<file path="src/rtl/lba_chs_converter_macros.svh">
// assertion macros used by lcc_stage
`ifndef LBA_CHS_CONVERTER_MACROS_SVH
`define LBA_CHS_CONVERTER_MACROS_SVH
`ifndef NO_ASSERTIONS
// consequent checked in the same cycle
`define LCC_ASSERT_SAME(lbl, clk, rst, ante, cons) \
  lbl: assert property (@(posedge clk) disable iff (rst) (ante) |-> (cons)) \
    else $error("lba_chs_converter assertion failed");
// consequent checked in the next cycle
`define LCC_ASSERT_NEXT(lbl, clk, rst, ante, cons) \
  lbl: assert property (@(posedge clk) disable iff (rst) (ante) |=> (cons)) \
    else $error("lba_chs_converter assertion failed");
`else
`define LCC_ASSERT_SAME(lbl, clk, rst, ante, cons)
`define LCC_ASSERT_NEXT(lbl, clk, rst, ante, cons)
`endif
`endif

</file>
<file path="src/rtl/lcc_pkg.sv">
package lcc_pkg;

  // result status codes
  typedef enum logic [1:0] {
    ST_OK    = 2'd0,
    ST_RANGE = 2'd1,
    ST_GEOM  = 2'd2
  } status_t;

  // register indexes (byte address bits 3:2)
  localparam logic [1:0] REG_HPC  = 2'd0;
  localparam logic [1:0] REG_SPT  = 2'd1;
  localparam logic [1:0] REG_MODE = 2'd2;

  // address width modes
  localparam logic [1:0] MODE_22 = 2'd0;
  localparam logic [1:0] MODE_28 = 2'd1;

  // reset geometry
  localparam logic [7:0] HPC_RESET  = 8'd16;
  localparam logic [5:0] SPT_RESET  = 6'd63;
  localparam logic [1:0] MODE_RESET = 2'd2;

  // divider layout
  localparam int AW        = 48;
  localparam int PW        = 62;
  localparam int DIV_STEPS = 4;
  localparam int DIV_STAGES = AW / DIV_STEPS;
  localparam int NSTAGE    = 2 * DIV_STAGES;

  typedef struct packed {
    logic [7:0] hpc;
    logic [5:0] spt;
    logic [1:0] mode;
  } cfg_t;

  // one word in flight
  typedef struct packed {
    logic          cmd;
    status_t       status;
    cfg_t          cfg;
    logic [AW-1:0] quo;
    logic [7:0]    rem;
    logic [5:0]    r1;
    logic [PW-1:0] prod;
    logic [7:0]    hd;
    logic [5:0]    sec;
  } item_t;

  // address not below the selected limit
  function automatic logic over_limit(input logic [PW-1:0] v, input logic [1:0] mode);
    logic r;
    r = |v[PW-1:AW];
    if (mode == MODE_22) begin
      r = |v[PW-1:22];
    end else if (mode == MODE_28) begin
      r = |v[PW-1:28];
    end
    return r;
  endfunction

endpackage

</file>
<file path="src/rtl/lcc_entry.sv">
module lcc_entry (
  input  logic                 clk,
  input  logic                 rst,
  input  lcc_pkg::cfg_t        cfg,
  input  logic                 in_valid,
  input  logic                 cmd,
  input  logic [47:0]          block_address,
  input  logic [47:0]          cylinder,
  input  logic [7:0]           head,
  input  logic [5:0]           sector,
  input  logic                 dn_ready,
  output logic                 up_ready,
  output logic                 valid,
  output lcc_pkg::item_t       item
);

  lcc_pkg::item_t item_next;

  assign up_ready = !valid || dn_ready;

  // input checks and operand setup
  always_comb begin
    item_next        = '0;
    item_next.cmd    = cmd;
    item_next.cfg    = cfg;
    item_next.hd     = head;
    item_next.sec    = sector;
    item_next.status = lcc_pkg::ST_OK;
    item_next.quo    = block_address;
    item_next.prod   = lcc_pkg::PW'(cylinder);
    if (cfg.hpc == '0 || cfg.spt == '0) begin
      item_next.status = lcc_pkg::ST_GEOM;
    end else if (!cmd) begin
      if (lcc_pkg::over_limit(lcc_pkg::PW'(block_address), cfg.mode)) begin
        item_next.status = lcc_pkg::ST_RANGE;
      end
    end else if (sector == '0 || head >= cfg.hpc) begin
      item_next.status = lcc_pkg::ST_RANGE;
    end
  end

  always_ff @(posedge clk) begin
    if (rst) begin
      valid <= 1'b0;
    end else if (up_ready) begin
      valid <= in_valid;
    end
  end

  always_ff @(posedge clk) begin
    if (up_ready && in_valid) begin
      item <= item_next;
    end
  end

endmodule

</file>
<file path="config.mk">
export PLATFORM = sky130hd
export DESIGN_NAME = lcc_entry
export DESIGN_NICKNAME = d
export VERILOG_FILES = /design/src/rtl/lba_chs_converter_macros.svh /design/src/rtl/lcc_pkg.sv /design/src/rtl/lcc_entry.sv
export SDC_FILE = /design/constraint.sdc
export NUM_CORES = 1
export LEC_CHECK = 0
export CORE_MARGIN = 4
export CORE_UTILIZATION = 33
export DETAILED_ROUTE_END_ITERATION = 8
export DONT_BUFFER_PORTS = 1
export HOLD_SLACK_MARGIN = 0.15
export MAX_ROUTING_LAYER = met4
export PLACE_DENSITY = 0.45
export SYNTH_ARGS = -nofsm -noshare
export SYNTH_HDL_FRONTEND = slang
export SYNTH_SLANG_ARGS = --single-unit
</file>
<file path="constraint.sdc">
create_clock -name clk -period 6.5 [get_ports clk]
set_input_delay 0.975 -clock clk [delete_from_list [all_inputs] [get_ports clk]]
set_output_delay 0.975 -clock clk [all_outputs]
set_load 0.05 [all_outputs]
</file>
==> results.md <==
* Status: finished, final reports clean
* Postcts setup bufs at 0
* # DRC at 0
* Most common cell after layout, fill and taps aside: edfxtp_1
* PortBufs at 0
* Drt first pass iters at 4
* Critical Path AT at 3.07 ns
* Fin. max-slew vios at 0
* Largest net degree at the start of global routing at 81
* Worst path slowest cell: and2_4
* Yosys cell types at 24
* Area Growth Syn to Fin at 16.6%
* I/O Pins at 290
* Clock Root Buffer: clkbuf_16
* Global-route wire length before repair at 12500 um
* Synth area leaders: edfxtp_1 87%, buf_4 4.7%, ha_1 2.3%
* Skew-Pair Late Insertion Delay at 0.41 ns
* Worst vdd ir at 0.000143 V
* Reg-to-reg setup timing slack at 3.49 ns
* Final Wtd Congestion at 0.686
* Sink Count at 130
* Syn. warnings at 0
* Crit-path max FO at 80
* Worst path max stage delay at 0.94 ns
* Die Wd at 124 um
* Max transition margin at 0.307
* Worst path cell trace: nand2b_1, and2_4, buf_4
* Fin Clk Skew at 0.00391 ns
* Place WS at 3.00 ns
* Final antenna-violating net count at 0
* PostCTS Resize Cnt at 0
* Sequential area share after synthesis at 0.876
* WL/cell at 24.0 um
* Tot GR Track Use at 0.122
* Max Clk Rate at 0.330 GHz
* CTS Buf Count at 17
* Die area at 0.0154 sq mm
* CTS tree: yes
* Initial Util at 0.337
* Worst Slack Setup Final at 3.47 ns
* Fin crit period at 3.03 ns
* Initial antenna violation count at 0
* Clk pin slew, worst setup/hold paths at 0.05 ns
* Rows at 42
* Cell taking the most area after synthesis: edfxtp_1
* Most frequent cells in the layout: 129 x edfxtp_1, 28 x conb_1, 17 x clkbuf_16
* Chip Height at 124 um
* CP bufs+invs at 1
* Yosys reg bits at 130
* Worst hold slack at 0.632 ns
* HP Class: in -> reg
* Worst setup SP type: input port
* Syn Area/Cell at 21.4 sq um
* Max_cap viols at 0
* DRT Wirelength at 9950 um
* CTS Hold Bufs at 0
* CP Capture Type: register
* Final setup vio count at 0
* Fin nets at 366
* Post-synth top area share at 0.872
* Clock Tree Buf Depth at 2
* GRT overflow at 0
* Vias at 1851
* Initial detailed-routing violation count at 125
* Vias in the first global route at 1875
* Share of post-route cells with drive strength above 1 at 0.122
* RSZ-0062 raised after global routing: no
* Mapped Cells at 208
* Least-Margin Pin Slew at 1.04 ns
* Antenna fix cells at 0
* H-tree lvl count at 4
* Core area at 0.0132 sq mm
* Pwr/cell area at 433 mW/mm^2
* CP top delay family: simple AND/OR/NAND/NOR gates
* Setup TNS at 0 ns
* Mean number of vias per cell at 4.47
* Req. time, crit path at 6.54 ns
* Worst Setup Path Type: in -> reg
* Final hold vios at 0
* Leakage Power at 1.82 nW
* Tcrit/Tclk final at 0.466
* Placed wire-length estimate at 7510 um
* Mapped cell area at 0.00444 sq mm
[Yosys cell counts, drive strengths merged]
master	instances
edfxtp	129
buf	28
inv	11
ha	8
nor4	8
a21oi	3
nand2	2
nand2b	2
or4	2
a2111oi	1
a211o	1
a22oi	1
a32o	1
and2	1
and3	1
conb	1
dfxtp	1
nor2	1
nor3	1
nor3b	1
o2111ai	1
o211ai	1
o21ai	1
o32a	1
[per-stage QoR]
stage / std cells / util / total power, mW / cell area (sq um)
after CTS: 414 / 0.393 / 2.27 / 5180
after global routing: 414 / 0.393 / 2.32 / 5180
after global placement: 384 / 0.346 / 1.26 / 4570
final: 414 / 0.393 / 2.25 / 5180
after floorplan: 235 / - / 1.26 / 4550
after detailed placement: 384 / 0.346 / 1.26 / 4570
[layer usage]
layer / global-route usage / routed length [um] / vias to the layer above
met1: 0.114 / 3360 / 861
li1: - / - / 791
met5: - / 0 / -
met3: 0.0767 / 1350 / 12
met2: 0.196 / 5120 / 187
met4: 0.0616 / 121 / 0
[flip-flops by register name (all words and copies together) (netlist names)]
register	flops
item	129
valid	1
[cells by family after synthesis]
family / after synthesis / share of synthesized area
DFF: 130 / 0.876
buffers and inverters: 39 / 0.0566
and+or+nand+nor: 19 / 0.0256
AOI/OAI and AO/OA: 11 / 0.0183
adders and majority gates: 8 / 0.0225
other: 1 / 0.000844
[power breakdown]
group          leakage (nW)  total (mW)  internal [mW]  switching [mW]
logic                 0.260      0.0698        0.00766          0.0621
clock network         0.301        1.00          0.671           0.330
registers              1.26        1.18          0.988           0.187
[layout make-up]
cell class,instances,area (sq um)
Fill cell,1180,8010
Sequential cell,130,3890
Clock buffer,18,429
Multi-Input combinational cell,66,403
Tap cell,176,220
Clock inverter,12,189
Inverter,11,41.3
Timing Repair Buffer,1,7.51
[final timing paths]
check | endpoint | cells after the start | startpoint
min | valid | 1 | rst
min reg2reg | valid | 2 | valid
max | item[102] | 3 | dn_ready
max reg2reg | item[102] | 3 | valid
(Power assumes the default switching activity.)
