[src/rtl/lba_chs_converter_macros.svh]
// assertion macros used by lcc_stage
`ifndef LBA_CHS_CONVERTER_MACROS_SVH
`define LBA_CHS_CONVERTER_MACROS_SVH
`ifndef NO_ASSERTIONS
// consequent checked in the same cycle
`define LCC_ASSERT_SAME(lbl, clk, rst, ante, cons) \
  lbl: assert property (@(posedge clk) disable iff (rst) (ante) |-> (cons)) \
    else $error("lba_chs_converter assertion failed");
// consequent checked in the next cycle
`define LCC_ASSERT_NEXT(lbl, clk, rst, ante, cons) \
  lbl: assert property (@(posedge clk) disable iff (rst) (ante) |=> (cons)) \
    else $error("lba_chs_converter assertion failed");
`else
`define LCC_ASSERT_SAME(lbl, clk, rst, ante, cons)
`define LCC_ASSERT_NEXT(lbl, clk, rst, ante, cons)
`endif
`endif

[src/rtl/lcc_pkg.sv]
package lcc_pkg;

  // result status codes
  typedef enum logic [1:0] {
    ST_OK    = 2'd0,
    ST_RANGE = 2'd1,
    ST_GEOM  = 2'd2
  } status_t;

  // register indexes (byte address bits 3:2)
  localparam logic [1:0] REG_HPC  = 2'd0;
  localparam logic [1:0] REG_SPT  = 2'd1;
  localparam logic [1:0] REG_MODE = 2'd2;

  // address width modes
  localparam logic [1:0] MODE_22 = 2'd0;
  localparam logic [1:0] MODE_28 = 2'd1;

  // reset geometry
  localparam logic [7:0] HPC_RESET  = 8'd16;
  localparam logic [5:0] SPT_RESET  = 6'd63;
  localparam logic [1:0] MODE_RESET = 2'd2;

  // divider layout
  localparam int AW        = 48;
  localparam int PW        = 62;
  localparam int DIV_STEPS = 4;
  localparam int DIV_STAGES = AW / DIV_STEPS;
  localparam int NSTAGE    = 2 * DIV_STAGES;

  typedef struct packed {
    logic [7:0] hpc;
    logic [5:0] spt;
    logic [1:0] mode;
  } cfg_t;

  // one word in flight
  typedef struct packed {
    logic          cmd;
    status_t       status;
    cfg_t          cfg;
    logic [AW-1:0] quo;
    logic [7:0]    rem;
    logic [5:0]    r1;
    logic [PW-1:0] prod;
    logic [7:0]    hd;
    logic [5:0]    sec;
  } item_t;

  // address not below the selected limit
  function automatic logic over_limit(input logic [PW-1:0] v, input logic [1:0] mode);
    logic r;
    r = |v[PW-1:AW];
    if (mode == MODE_22) begin
      r = |v[PW-1:22];
    end else if (mode == MODE_28) begin
      r = |v[PW-1:28];
    end
    return r;
  endfunction

endpackage

[src/rtl/lcc_stage.sv]
`include "lba_chs_converter_macros.svh"

module lcc_stage #(
  parameter bit DIV_HPC   = 1'b0,
  parameter bit FIRST_HPC = 1'b0,
  parameter int MSTEP     = 0
) (
  input  logic             clk,
  input  logic             rst,
  input  logic             in_valid,
  input  lcc_pkg::item_t   in_item,
  input  logic             dn_ready,
  output logic             up_ready,
  output logic             valid,
  output lcc_pkg::item_t   item
);

  lcc_pkg::item_t item_next;
  logic [7:0]     divisor;
  logic [8:0]     trial;
  logic [55:0]    mul_a;
  logic           geom_zero;

  assign up_ready = !valid || dn_ready;

  // four restoring division steps plus, where MSTEP selects one, a step of the chs product
  always_comb begin
    item_next = in_item;
    trial     = '0;
    mul_a     = '0;
    if (FIRST_HPC) begin
      item_next.r1  = in_item.rem[5:0];
      item_next.rem = '0;
    end
    divisor = DIV_HPC ? in_item.cfg.hpc : {2'd0, in_item.cfg.spt};
    for (int i = 0; i < lcc_pkg::DIV_STEPS; i++) begin
      trial         = {item_next.rem, item_next.quo[lcc_pkg::AW-1]};
      item_next.quo = {item_next.quo[lcc_pkg::AW-2:0], 1'b0};
      if (trial >= {1'b0, divisor}) begin
        item_next.rem    = 8'(trial - {1'b0, divisor});
        item_next.quo[0] = 1'b1;
      end else begin
        item_next.rem = trial[7:0];
      end
    end
    if (MSTEP == 1) begin
      mul_a          = {8'd0, in_item.prod[47:0]} * {48'd0, in_item.cfg.hpc};
      item_next.prod = lcc_pkg::PW'(mul_a) + lcc_pkg::PW'(in_item.hd);
    end else if (MSTEP == 2) begin
      // full-width product, up to 62 bits
      item_next.prod = {6'd0, in_item.prod[55:0]} * {56'd0, in_item.cfg.spt};
    end else if (MSTEP == 3) begin
      item_next.prod = in_item.prod + lcc_pkg::PW'(in_item.sec) - lcc_pkg::PW'(1);
      if (in_item.cmd && in_item.status == lcc_pkg::ST_OK &&
          lcc_pkg::over_limit(item_next.prod, in_item.cfg.mode)) begin
        item_next.status = lcc_pkg::ST_RANGE;
      end
    end
  end

  always_ff @(posedge clk) begin
    if (rst) begin
      valid <= 1'b0;
    end else if (up_ready) begin
      valid <= in_valid;
    end
  end

  always_ff @(posedge clk) begin
    if (up_ready && in_valid) begin
      item <= item_next;
    end
  end

  assign geom_zero = item.cfg.hpc == '0 || item.cfg.spt == '0;

  // held word stays in place
  `LCC_ASSERT_NEXT(a_hold_valid, clk, rst, valid && !dn_ready, valid)
  `LCC_ASSERT_NEXT(a_hold_item, clk, rst, valid && !dn_ready, $stable(item))
  // drained stage with nothing arriving goes empty
  `LCC_ASSERT_NEXT(a_drain, clk, rst, dn_ready && !in_valid, !valid)
  // geometry error only travels with a zero geometry value
  `LCC_ASSERT_SAME(a_geom, clk, rst, valid && item.status == lcc_pkg::ST_GEOM, geom_zero)

endmodule

[config.mk]
export PLATFORM = sky130hd
export DESIGN_NAME = lcc_stage
export DESIGN_NICKNAME = d
export VERILOG_FILES = /design/src/rtl/lcc_pkg.sv /design/src/rtl/lcc_stage.sv
export VERILOG_INCLUDE_DIRS = /design/src /design/src/rtl
export SDC_FILE = /design/constraint.sdc
export NUM_CORES = 1
export LEC_CHECK = 0
export BUFFER_PORTS_ARGS = -buffer_cell sky130_fd_sc_hd__buf_2
export CAP_MARGIN = 20
export CORE_MARGIN = 2
export CORE_UTILIZATION = 45
export DETAILED_ROUTE_END_ITERATION = 12
export GPL_TIMING_DRIVEN = 0
export PLACE_DENSITY = 0.79
export SETUP_SLACK_MARGIN = 0.5
export SLEW_MARGIN = 20
export SYNTH_ARGS = -nofsm -noshare
export SYNTH_HDL_FRONTEND = slang
export SYNTH_SLANG_ARGS = --single-unit
export TNS_END_PERCENT = 100
[constraint.sdc]
create_clock -name clk -period 13 [get_ports clk]
set_input_delay 2.6 -clock clk [delete_from_list [all_inputs] [get_ports clk]]
set_output_delay 2.6 -clock clk [all_outputs]
set_load 0.01 [all_outputs]
==> impl_metrics.json <==
{
  "outcome": "finished clean",
  "rsz0062_at_grt": "no",
  "postRouteAntennaNets": 0,
  "wl_per_cell_um": 20.4,
  "start_util_pct": 46.2,
  "grt_pass1_wl_um": 26400,
  "drc_errors": 0,
  "totalWireLength_um": 19100,
  "cp_slowest_cell": "nor4_2",
  "post-route-period-util_pct": 90.8,
  "critPathRequiredTime_ns": 13.13,
  "fillCellCount": 1013,
  "ys_seq_area_share_pct": 73.6,
  "post_cts_resized": 0,
  "core_sq_um": 13900,
  "hp-class": "register to register",
  "p_leak_nw": 3.88,
  "via_per_inst": 5.17,
  "fmax_ghz": 0.0847,
  "synth_area_leaders": "edfxtp_1 (73%), ha_1 (4.7%), o21ai_0 (1.7%), nand2_1 (1.5%), inv_1 (1.3%)",
  "first_pass_iters": 5,
  "place_congestion": 0.902,
  "tns_ns": 0,
  "layout-drive-gt1-share_pct": 49.1,
  "h-tree-depth": 4,
  "powerDensity_nw_per_um2": 170,
  "yosys_warnings": 0,
  "worst_pin_slew_ns": 0.586,
  "synth_edf_count": 157,
  "reg2reg_to": "item[113]$_DFFE_PP_",
  "synth_seq_cells": 158,
  "dp_slack_ns": 0.855,
  "grt_use_total_pct": 24.0,
  "yosys.area.top_type": "edfxtp_1",
  "cap_violations": 0,
  "clk_pin_slew_worst_paths_ns": 0.07,
  "finClkSkew_ns": 0.0109,
  "cts_tree": "built",
  "rows": 43,
  "hold_buffers": 0,
  "async_flop_share_pct": 0,
  "grt_max_degree": 52,
  "worst_path_most_repeated_cell": "o21ai_0",
  "cp-end-kind": "register",
  "period_needed_ns": 11.80,
  "synth_ff_type": "edfxtp_1",
  "die_w_um": 124,
  "antenna_found_initial": 3,
  "crit_type": "primary input to register",
  "max_stage_delay_ns": 0.49,
  "ff_latch_area_sq_um": 4730,
  "post_synth_inst_count": 399,
  "reg2regPathDepth": 4,
  "nets": 929,
  "whs_endpoint": "valid$_SDFFE_PP0N_",
  "cp-start-kind": "primary input",
  "top_level_ports": 320,
  "postLayoutSetupSlackWorst_ns": 1.20,
  "syn_area_per_cell_sq_um": 16.1,
  "path_max_fanout": 10,
  "port-buffer-count": 319,
  "slew_viol_final": 0,
  "syn_nets": 588,
  "whs_path_depth": 2,
  "root_buffer": "clkbuf_16",
  "hold_viol": 0,
  "synth_top_cell_area_share_pct": 73.3,
  "area_growth_pct": 38.7,
  "slew_headroom_pct": 59.9,
  "finalSetupViolCount": 0,
  "dpl_cell_area_sq_um": 8320,
  "grt_pass1_vias": 4814,
  "stdcell_area_sq_um": 8920,
  "hpwl_um": 15000,
  "multiInputGateArea_sq_um": 1590,
  "min-delay-start": "valid$_SDFFE_PP0N_",
  "insertion_delay_ns": 0.41,
  "post_cts_buffers": 0,
  "die_y_um": 124,
  "numCtsBuffers": 17,
  "vias": 4843,
  "cts_buffer_depth": 2,
  "synth_cell_types": 55,
  "syn_area_sq_um": 6430,
  "grt.overflow.total": 0,
  "cts_num_sinks": 158,
  "vdd_ir_drop_max_mv": 0.117,
  "timing.rr.start": "valid$_SDFFE_PP0N_",
  "first_iter_violations": 324,
  "worstPathArrival_ns": 11.94,
  "die-area_sq_um": 15300,
  "ff2ff_setup_slack_ns": 11.29
}
## layout by cell type, fill, tap and decap left out, types with 7 or more instances in the layout
cell	n
inv_1	23
nand2b_1	7
nor2b_1	7
xnor2_1	7
edfxtp_1	157
a21oi_1	15
buf_2	321
o21ai_0	21
clkbuf_16	17
nand2_1	26
ha_1	24
nor2_1	20
## stage by stage
| step | hold slack, ns | cells | total power, mW | util, % |
|---|---|---|---|---|
| 2_1_floorplan | 0.593 | 399 | 0.896 | - |
| 3_3_place_gp | 0.501 | 898 | 1.01 | 59.2 |
| 3_5_place_dp | 0.535 | 901 | 1.03 | 59.7 |
| 4_1_cts | 0.549 | 933 | 1.52 | 64.0 |
| 5_1_grt | 0.585 | 934 | 1.59 | 64.0 |
| 6_report | 0.556 | 936 | 1.52 | 64.0 |
## routing by layer
layer	routed length [um]	up-vias	global-route usage, %
li1	-	2226	-
met1	6900	2339	27.1
met2	10000	237	42.4
met3	1560	39	6.32
met4	566	2	10.9
met5	12	-	0
## cells in the mapped netlist, drive strengths merged (6+ instances only)
cell and n:
o21ai 26, nor2 20, xnor2 7, ha 24
nor2b 7, edfxtp 157, inv 25, nand2b 7
nand2 26, o31ai 6, a21oi 15
## state kept, by name (all words and copies together) (netlist names)
name   cells
item     157
valid      1
## how the worst max path moves through the flow
stage | from | to | slack [ns] | cells past startpoint
5_1_grt | in_item[144] | item[86]$_DFFE_PP_ | 0.53 | 40
2_1_floorplan | in_item[144] | item[88]$_DFFE_PP_ | 2.30 | 39
3_5_place_dp | in_item[144] | item[88]$_DFFE_PP_ | 0.85 | 40
4_1_cts | in_item[144] | item[86]$_DFFE_PP_ | 1.20 | 40
6_report | in_item[141] | item[86]$_DFFE_PP_ | 1.20 | 40
3_3_place_gp | in_item[144] | item[88]$_DFFE_PP_ | 1.15 | 40
## cells by family (layout without fill, tap and decap cells)
| kind of cell | count (synthesis) | in the layout | synth area share [%] |
|---|---|---|---|
| compound gates | 85 | 85 | 9.53 |
| flops | 158 | 158 | 73.6 |
| fa+ha+maj | 28 | 28 | 5.91 |
| mux | 9 | 9 | 1.56 |
| xor+xnor | 9 | 9 | 1.23 |
| buf+inv | 27 | 381 | 1.65 |
| other cells | 0 | 3 | 0 |
| simple gates | 83 | 83 | 6.50 |
## power breakdown
part	total, mW	switching (mW)	internal [mW]
combinational	0.399	0.237	0.161
clock	0.490	0.203	0.287
sequential	0.630	0.0116	0.619
total	1.52	0.452	1.07
## critical path, delay by kind of cell
family | cells | cell delay (ns)
simple gates | 9 | 2.02
compound gates | 20 | 4.95
buf+inv | 7 | 1.18
fa+ha+maj | 4 | 1.18
## area by class of cell
class	count	share of cell area (%)
diodes	3	0.0842
repair buffers	322	18.7
plain buffers	2	0.112
well taps	180	2.52
clock buffers	18	4.81
multi-input cells	214	17.9
inverters	25	1.08
flip-flops and latches	158	53.1
clock inverters	14	1.81
No activity file was read; power rests on OpenSTA's default activity.
