### config.mk
export PLATFORM = sky130hd
export DESIGN_NAME = lcc_cfg
export DESIGN_NICKNAME = d
export VERILOG_FILES = /design/src/rtl/lba_chs_converter_macros.svh /design/src/rtl/lcc_pkg.sv /design/src/rtl/lcc_cfg.sv
export SDC_FILE = /design/constraint.sdc
export NUM_CORES = 1
export LEC_CHECK = 0
export BUFFER_PORTS_ARGS = -buffer_cell sky130_fd_sc_hd__buf_2
export CORE_ASPECT_RATIO = 0.6
export CORE_MARGIN = 2
export CORE_UTILIZATION = 40
export DETAILED_ROUTE_END_ITERATION = 8
export PLACE_DENSITY = 0.93
export SETUP_SLACK_MARGIN = 0.1
export SLEW_MARGIN = 20
export SYNTH_ARGS = -nofsm -noshare
export SYNTH_HDL_FRONTEND = slang
export SYNTH_SLANG_ARGS = --single-unit
### constraint.sdc
create_clock -name clk -period 2.1 [get_ports clk]
set_input_delay 0.21 -clock clk [delete_from_list [all_inputs] [get_ports clk]]
set_output_delay 0.21 -clock clk [all_outputs]
set_load 0.02 [all_outputs]
### src/rtl/lba_chs_converter_macros.svh
// assertion macros used by lcc_stage
`ifndef LBA_CHS_CONVERTER_MACROS_SVH
`define LBA_CHS_CONVERTER_MACROS_SVH
`ifndef NO_ASSERTIONS
// consequent checked in the same cycle
`define LCC_ASSERT_SAME(lbl, clk, rst, ante, cons) \
  lbl: assert property (@(posedge clk) disable iff (rst) (ante) |-> (cons)) \
    else $error("lba_chs_converter assertion failed");
// consequent checked in the next cycle
`define LCC_ASSERT_NEXT(lbl, clk, rst, ante, cons) \
  lbl: assert property (@(posedge clk) disable iff (rst) (ante) |=> (cons)) \
    else $error("lba_chs_converter assertion failed");
`else
`define LCC_ASSERT_SAME(lbl, clk, rst, ante, cons)
`define LCC_ASSERT_NEXT(lbl, clk, rst, ante, cons)
`endif
`endif

### src/rtl/lcc_pkg.sv
package lcc_pkg;

  // result status codes
  typedef enum logic [1:0] {
    ST_OK    = 2'd0,
    ST_RANGE = 2'd1,
    ST_GEOM  = 2'd2
  } status_t;

  // register indexes (byte address bits 3:2)
  localparam logic [1:0] REG_HPC  = 2'd0;
  localparam logic [1:0] REG_SPT  = 2'd1;
  localparam logic [1:0] REG_MODE = 2'd2;

  // address width modes
  localparam logic [1:0] MODE_22 = 2'd0;
  localparam logic [1:0] MODE_28 = 2'd1;

  // reset geometry
  localparam logic [7:0] HPC_RESET  = 8'd16;
  localparam logic [5:0] SPT_RESET  = 6'd63;
  localparam logic [1:0] MODE_RESET = 2'd2;

  // divider layout
  localparam int AW        = 48;
  localparam int PW        = 62;
  localparam int DIV_STEPS = 4;
  localparam int DIV_STAGES = AW / DIV_STEPS;
  localparam int NSTAGE    = 2 * DIV_STAGES;

  typedef struct packed {
    logic [7:0] hpc;
    logic [5:0] spt;
    logic [1:0] mode;
  } cfg_t;

  // one word in flight
  typedef struct packed {
    logic          cmd;
    status_t       status;
    cfg_t          cfg;
    logic [AW-1:0] quo;
    logic [7:0]    rem;
    logic [5:0]    r1;
    logic [PW-1:0] prod;
    logic [7:0]    hd;
    logic [5:0]    sec;
  } item_t;

  // address not below the selected limit
  function automatic logic over_limit(input logic [PW-1:0] v, input logic [1:0] mode);
    logic r;
    r = |v[PW-1:AW];
    if (mode == MODE_22) begin
      r = |v[PW-1:22];
    end else if (mode == MODE_28) begin
      r = |v[PW-1:28];
    end
    return r;
  endfunction

endpackage

### src/rtl/lcc_cfg.sv
module lcc_cfg (
  input  logic              clk,
  input  logic              rst,
  input  logic              psel,
  input  logic              penable,
  input  logic              pwrite,
  input  logic [3:0]        paddr,
  input  logic [31:0]       pwdata,
  output logic [31:0]       prdata,
  output logic              pready,
  output lcc_pkg::cfg_t     cfg
);

  logic wr;

  assign pready = 1'b1;
  assign wr = psel && penable && pwrite;

  // geometry registers
  always_ff @(posedge clk) begin
    if (rst) begin
      cfg.hpc  <= lcc_pkg::HPC_RESET;
      cfg.spt  <= lcc_pkg::SPT_RESET;
      cfg.mode <= lcc_pkg::MODE_RESET;
    end else if (wr) begin
      case (paddr[3:2])
        lcc_pkg::REG_HPC:  cfg.hpc  <= pwdata[7:0];
        lcc_pkg::REG_SPT:  cfg.spt  <= pwdata[5:0];
        lcc_pkg::REG_MODE: cfg.mode <= pwdata[1:0];
        default: ;
      endcase
    end
  end

  // read back
  always_comb begin
    case (paddr[3:2])
      lcc_pkg::REG_HPC:  prdata = {24'd0, cfg.hpc};
      lcc_pkg::REG_SPT:  prdata = {26'd0, cfg.spt};
      lcc_pkg::REG_MODE: prdata = {30'd0, cfg.mode};
      default:           prdata = 32'd0;
    endcase
  end

endmodule

==> results of run 1 <==
## power breakdown
part | internal (W) | leakage, nW | switching [W] | total [W]
clock network | 0.000127 | 0.0216 | 0.0000990 | 0.000226
registers | 0.000308 | 0.130 | 0.00000274 | 0.000310
logic | 0.0000364 | 0.387 | 0.0000910 | 0.000127
total | 0.000471 | 0.538 | 0.000193 | 0.000664
## cell families after synthesis
| family | Yosys count |
|---|---|
| flip-flops | 16 |
| AO/OA/AOI/OAI | 2 |
| multiplexers | 22 |
| AND/OR/NAND/NOR | 43 |
| buffers and inverters | 30 |
| other | 2 |
## cell usage in the layout (no fill, tap or decap)
cell and count:
and2_1 2, buf_2 38, clkbuf_8 3, conb_1 25, dfxtp_1 16, mux2i_1 22
nand2_1 2, nand2b_1 15, nand3_1 1, nor2_1 19, nor2b_1 1, nor3_4 1
nor3b_1 1, nor3b_4 1, o21ai_0 2
## stage by stage
stage               worst slack, ps  area (µm²)  utilization  std cells
finish                          844        1150        0.471        181
global route                    767        1150        0.471        181
CTS                             843        1150        0.471        181
detailed placement              755        1110        0.454        178
global placement                766        1110        0.454        178
floorplan                       863        1100            -        138
## worst max-delay path: cells and delay by family
kind / cells / cell delay (ps)
buf+inv: 2 / 440
simple gates: 2 / 320
compound gates: 1 / 70
## cell type report
type	instances	area share
clock buffer	3	0.0358
sequential	16	0.277
multi-input combinational	92	0.488
tap	32	0.0347
timing repair buffer	38	0.165
## worst max-delay path by stage
stage,start,cells after the start,end,slack (ps)
after floorplan,cfg[0],2,prdata[0],860
after global placement,pwrite,4,cfg[14],770
after detailed placement,psel,4,cfg[12],750
after CTS,paddr[2],5,prdata[1],840
after global routing,cfg[8],3,prdata[0],770
final,paddr[2],5,prdata[1],840
## per-layer routing
layer,GRT usage,vias to the layer above,routed length [µm]
met5,0,-,0
met4,0.0118,0,0
met3,0.0641,0,152
met2,0.181,27,807
met1,0.174,342,915
li1,-,387,-
==> results.toml, run 1 <==
[run_status]
status = "complete, no violations"

[grt]
grt_pass1_wl_um = 2860
track_usage = 0.126
grt_pass1_vias = 610
gr-total-overflow = 0
antenna_found_initial = 0
grt_max_degree = 30

[cts]
cts.path.max_buffers = 2
cts.clk_slew.worst_paths_ps = 60
cts_max_level = 1
numCtsBuffers = 3
clockRootBuffer = "clkbuf_8"
clock-sinks = 16
hold_buffers = 0
insertion_delay_ps = 250
cts_tree = "yes"
postCtsSetupBuffers = 0
cts_resized = 0

[final_layout]
drive_above_1_share = 0.289
seqCellArea_um2 = 320
largest_register_ffs = 16
regMostFlops = "cfg"
area_growth_syn_to_layout_pct = 13.8
multi_input_area_um2 = 563
largestRegisters = "cfg (16)"
fin_nets = 192
num_antenna_cells = 0
fillCellCount = 251

[setup_path]
critical_path_class = "in2out"
reg2reg_depth = 2
cp-start-kind = "primary input"
path_common_cell = "buf_2"
path_cells = "buf_2, nor2b_1, nand2_1, o21ai_0, buf_2"
cpMaxStageDelayCell = "buf_2"
reg2reg_from = "cfg[12]"
max_stage_delay_ps = 260
reg2reg_slack_ps = 1470
cp_max_fo = 11
crit_required_ps = 1890
crit_arrival_ps = 1050
r2r-end = "cfg[12]"
endpoint_kind = "output pin"

[yosys]
synth_xor_area_frac = 0
yosysTopAreaCellShare = 0.316
synth_fa_ha_area_frac = 0
ys_seq_area_frac = 0.316
synth_top_flop_cell = "dfxtp_1"
yosys.area_share.simple = 0.236
syn_area_per_cell_um2 = 8.82
synth_area_um2 = 1010
yosysMostFrequentCell = "buf_4"
synthArstFlopShare = 0
synth_cell_type_count = 16
synth_compound_area_frac = 0.00986
ys_ff_latch = 16
synth_edf_count = 0
syn-instance-count = 115
synth_common_cells = "26 x buf_4, 22 x mux2i_1, 19 x nor2_1"
yosysTopAreaCell = "dfxtp_1"
muxShareOfSynthArea = 0.217
yosysWarnings = 0
synthTopCellsByArea = "dfxtp_1 32%, mux2i_1 22%, buf_4 19%"
synth_top_family_by_area = "simple AND/OR/NAND/NOR gates"

[die]
start_util = 0.414
core_area_um2 = 2450
rows = 14
dieHeight_um = 43.0
die_area_um2 = 2970
ioPinCount = 90
die_width_um = 69.0

[timing]
relSlewSlack = 0.610
tightestPinTransition_ps = 582
hold_viol = 0
max_freq_mhz = 796
rsz0062_at_grt = "false"
tns_ps = 0
min_period_over_period = 0.598
min_period_ps = 1260
final_max_slew_viol_count = 0
whs_ps = 223
fin_skew_ps = 0
setup_viol = 0

[run]
maxCapViolations = 0

[place]
place_congestion = 0.689
hpwlAfterDp_um = 1400
portBuffers = 38

[worst_hold_path]
min-delay-start = "pwdata[7]"
worstHoldPathCells = 3
min_path_type = "in2reg"
hold_end = "cfg[15]"

[detailed_routing]
viasPerCell = 4.18
first_pass_iters = 4
drc = 0
ant_nets = 0
wl_per_cell_um = 10.4
drt-total-wl_um = 1880
vias = 756
drt_iter0_drc = 46

[pwr]
ir_worst_vdd_v = 0.000338
p_per_area_nw_per_um2 = 575
p_total_w = 0.000664
leakage_nw = 0.538
Note: power is estimated with default switching activity, not from simulation.
==> run 2, diff against run 1 <==
Settings changed: CORE_UTILIZATION 40 to 33, PLACE_DENSITY 0.93 to 0.83.
Clock period 2.1 ns to 1.12 ns, I/O delays scaled along.
==> results.toml, run 2 (synthesis results as in run 1) <==
[detailed_routing]
drc = 0
vias = 824
ant_nets = 0
viasPerCell = 3.96
wl_per_cell_um = 10.1
first_pass_iters = 4
drt-total-wl_um = 2110
drt_iter0_drc = 11

[grt]
track_usage = 0.122
antenna_found_initial = 0
gr-total-overflow = 0
grt_max_degree = 30
grt_pass1_vias = 690
grt_pass1_wl_um = 3130

[cts]
clockRootBuffer = "clkbuf_8"
cts_max_level = 1
insertion_delay_ps = 240
cts_tree = "yes"
hold_buffers = 0
cts.clk_slew.worst_paths_ps = 60
cts.path.max_buffers = 2
numCtsBuffers = 3
clock-sinks = 16

[die]
ioPinCount = 90
rows = 15
die_area_um2 = 3550
dieHeight_um = 47.0
start_util = 0.351
die_width_um = 75.6
core_area_um2 = 2890

[worst_hold_path]
min-delay-start = "pwdata[6]"
hold_end = "cfg[14]"
min_path_type = "in2reg"
worstHoldPathCells = 3

[timing]
rsz0062_at_grt = "true"
min_period_over_period = 0.936
min_period_ps = 1050
fin_skew_ps = 0
max_freq_mhz = 954
hold_viol = 0
setup_viol = 0
setup_ws_ps = 72.2
final_max_slew_viol_count = 0
whs_ps = 125

[setup_path]
critical_path_class = "reg2out"
endpoint_kind = "output pin"
crit_required_ps = 1010
r2r-end = "cfg[1]"
critPathLaunch = "cfg[1]"
crit_arrival_ps = 940
reg2reg_depth = 3
reg2reg_from = "cfg[1]"
cp-start-kind = "register"
cp_max_fo = 2
reg2reg_slack_ps = 390

[place]
dpl_cell_area_um2 = 1160
hpwlAfterDp_um = 1540
place_congestion = 0.700
portBuffers = 38
place_ws_ps = 36.7
dp_cells = 193

[final_layout]
drive_above_1_share = 0.434
layout_common_cells = "30 x buf_2, 25 x conb_1, 25 x buf_4"
final_area_um2 = 1330
final_common_cell = "buf_2"
fin_nets = 209
area_growth_syn_to_layout_pct = 31.1
finalNonFillerCells = 208
regMostFlops = "cfg"
num_antenna_cells = 0
largest_register_ffs = 16
largestRegisters = "cfg (16)"

[pwr]
ir_worst_vdd_v = 0.000411
p_total_w = 0.00126
p_per_area_nw_per_um2 = 945
leakage_nw = 0.626

[run]
maxCapViolations = 0

[run_status]
status = "complete, no violations"
==> run 2: changes by cell type in the layout (fill, tap and decap cells not counted) <==
cell and change:
buf_2 -8, buf_4 +25, dfxtp_1 -12, dfxtp_2 +12, o21ai_0 -2, o21ai_1 +2
==> run 2: metal layers <==
| layer | track usage | wire (µm) |
|---|---|---|
| met1 | 0.160 | 987 |
| met2 | 0.195 | 993 |
| met5 | 0 | 0 |
| met3 | 0.0515 | 125 |
| met4 | 0.0211 | 0 |
==> run 2: worst max path at each step <==
stage	endpoint	slack (ps)
after CTS	prdata[1]	60
after floorplan	prdata[0]	130
after global routing	prdata[1]	-10
after global placement	cfg[4]	50
final	prdata[1]	70
after detailed placement	cfg[6]	40
==> run 2: stage by stage <==
step | util | setup TNS, ps
floorplan | - | 0
global placement | 0.403 | 0
detailed placement | 0.403 | 0
CTS | 0.456 | 0
global route | 0.460 | -12.1
finish | 0.460 | 0
==> run 2: area by class of cell <==
cell class,instances,area (µm²)
Clock buffer,3,41.3
Fill cell,302,1560
Multi-Input combinational cell,92,563
Sequential cell,16,335
Tap cell,42,52.6
Timing Repair Buffer,55,338
==> run 2: critical path, stage by stage (launching register included) <==
cell and delay (ps):
dfxtp_2 320, mux2i_1 140, o21ai_1 80, buf_4 160
==> run 2: power breakdown <==
part / internal (W) / switching [W] / leakage (nW)
clock: 0.000238 / 0.000176 / 0.0216
combinational: 0.0000859 / 0.000175 / 0.475
sequential: 0.000578 / 0.00000434 / 0.130
total: 0.000901 / 0.000355 / 0.626
==> run 2: what timing repair did <==
| action | CTS | global route |
|---|---|---|
| cloned | 0 | 0 |
| resized for setup | 18 | 2 |
| pin swaps | 2 | 3 |
| buffers inserted | 11 | 1 |
| setup endpoints to repair | 6 | 8 |
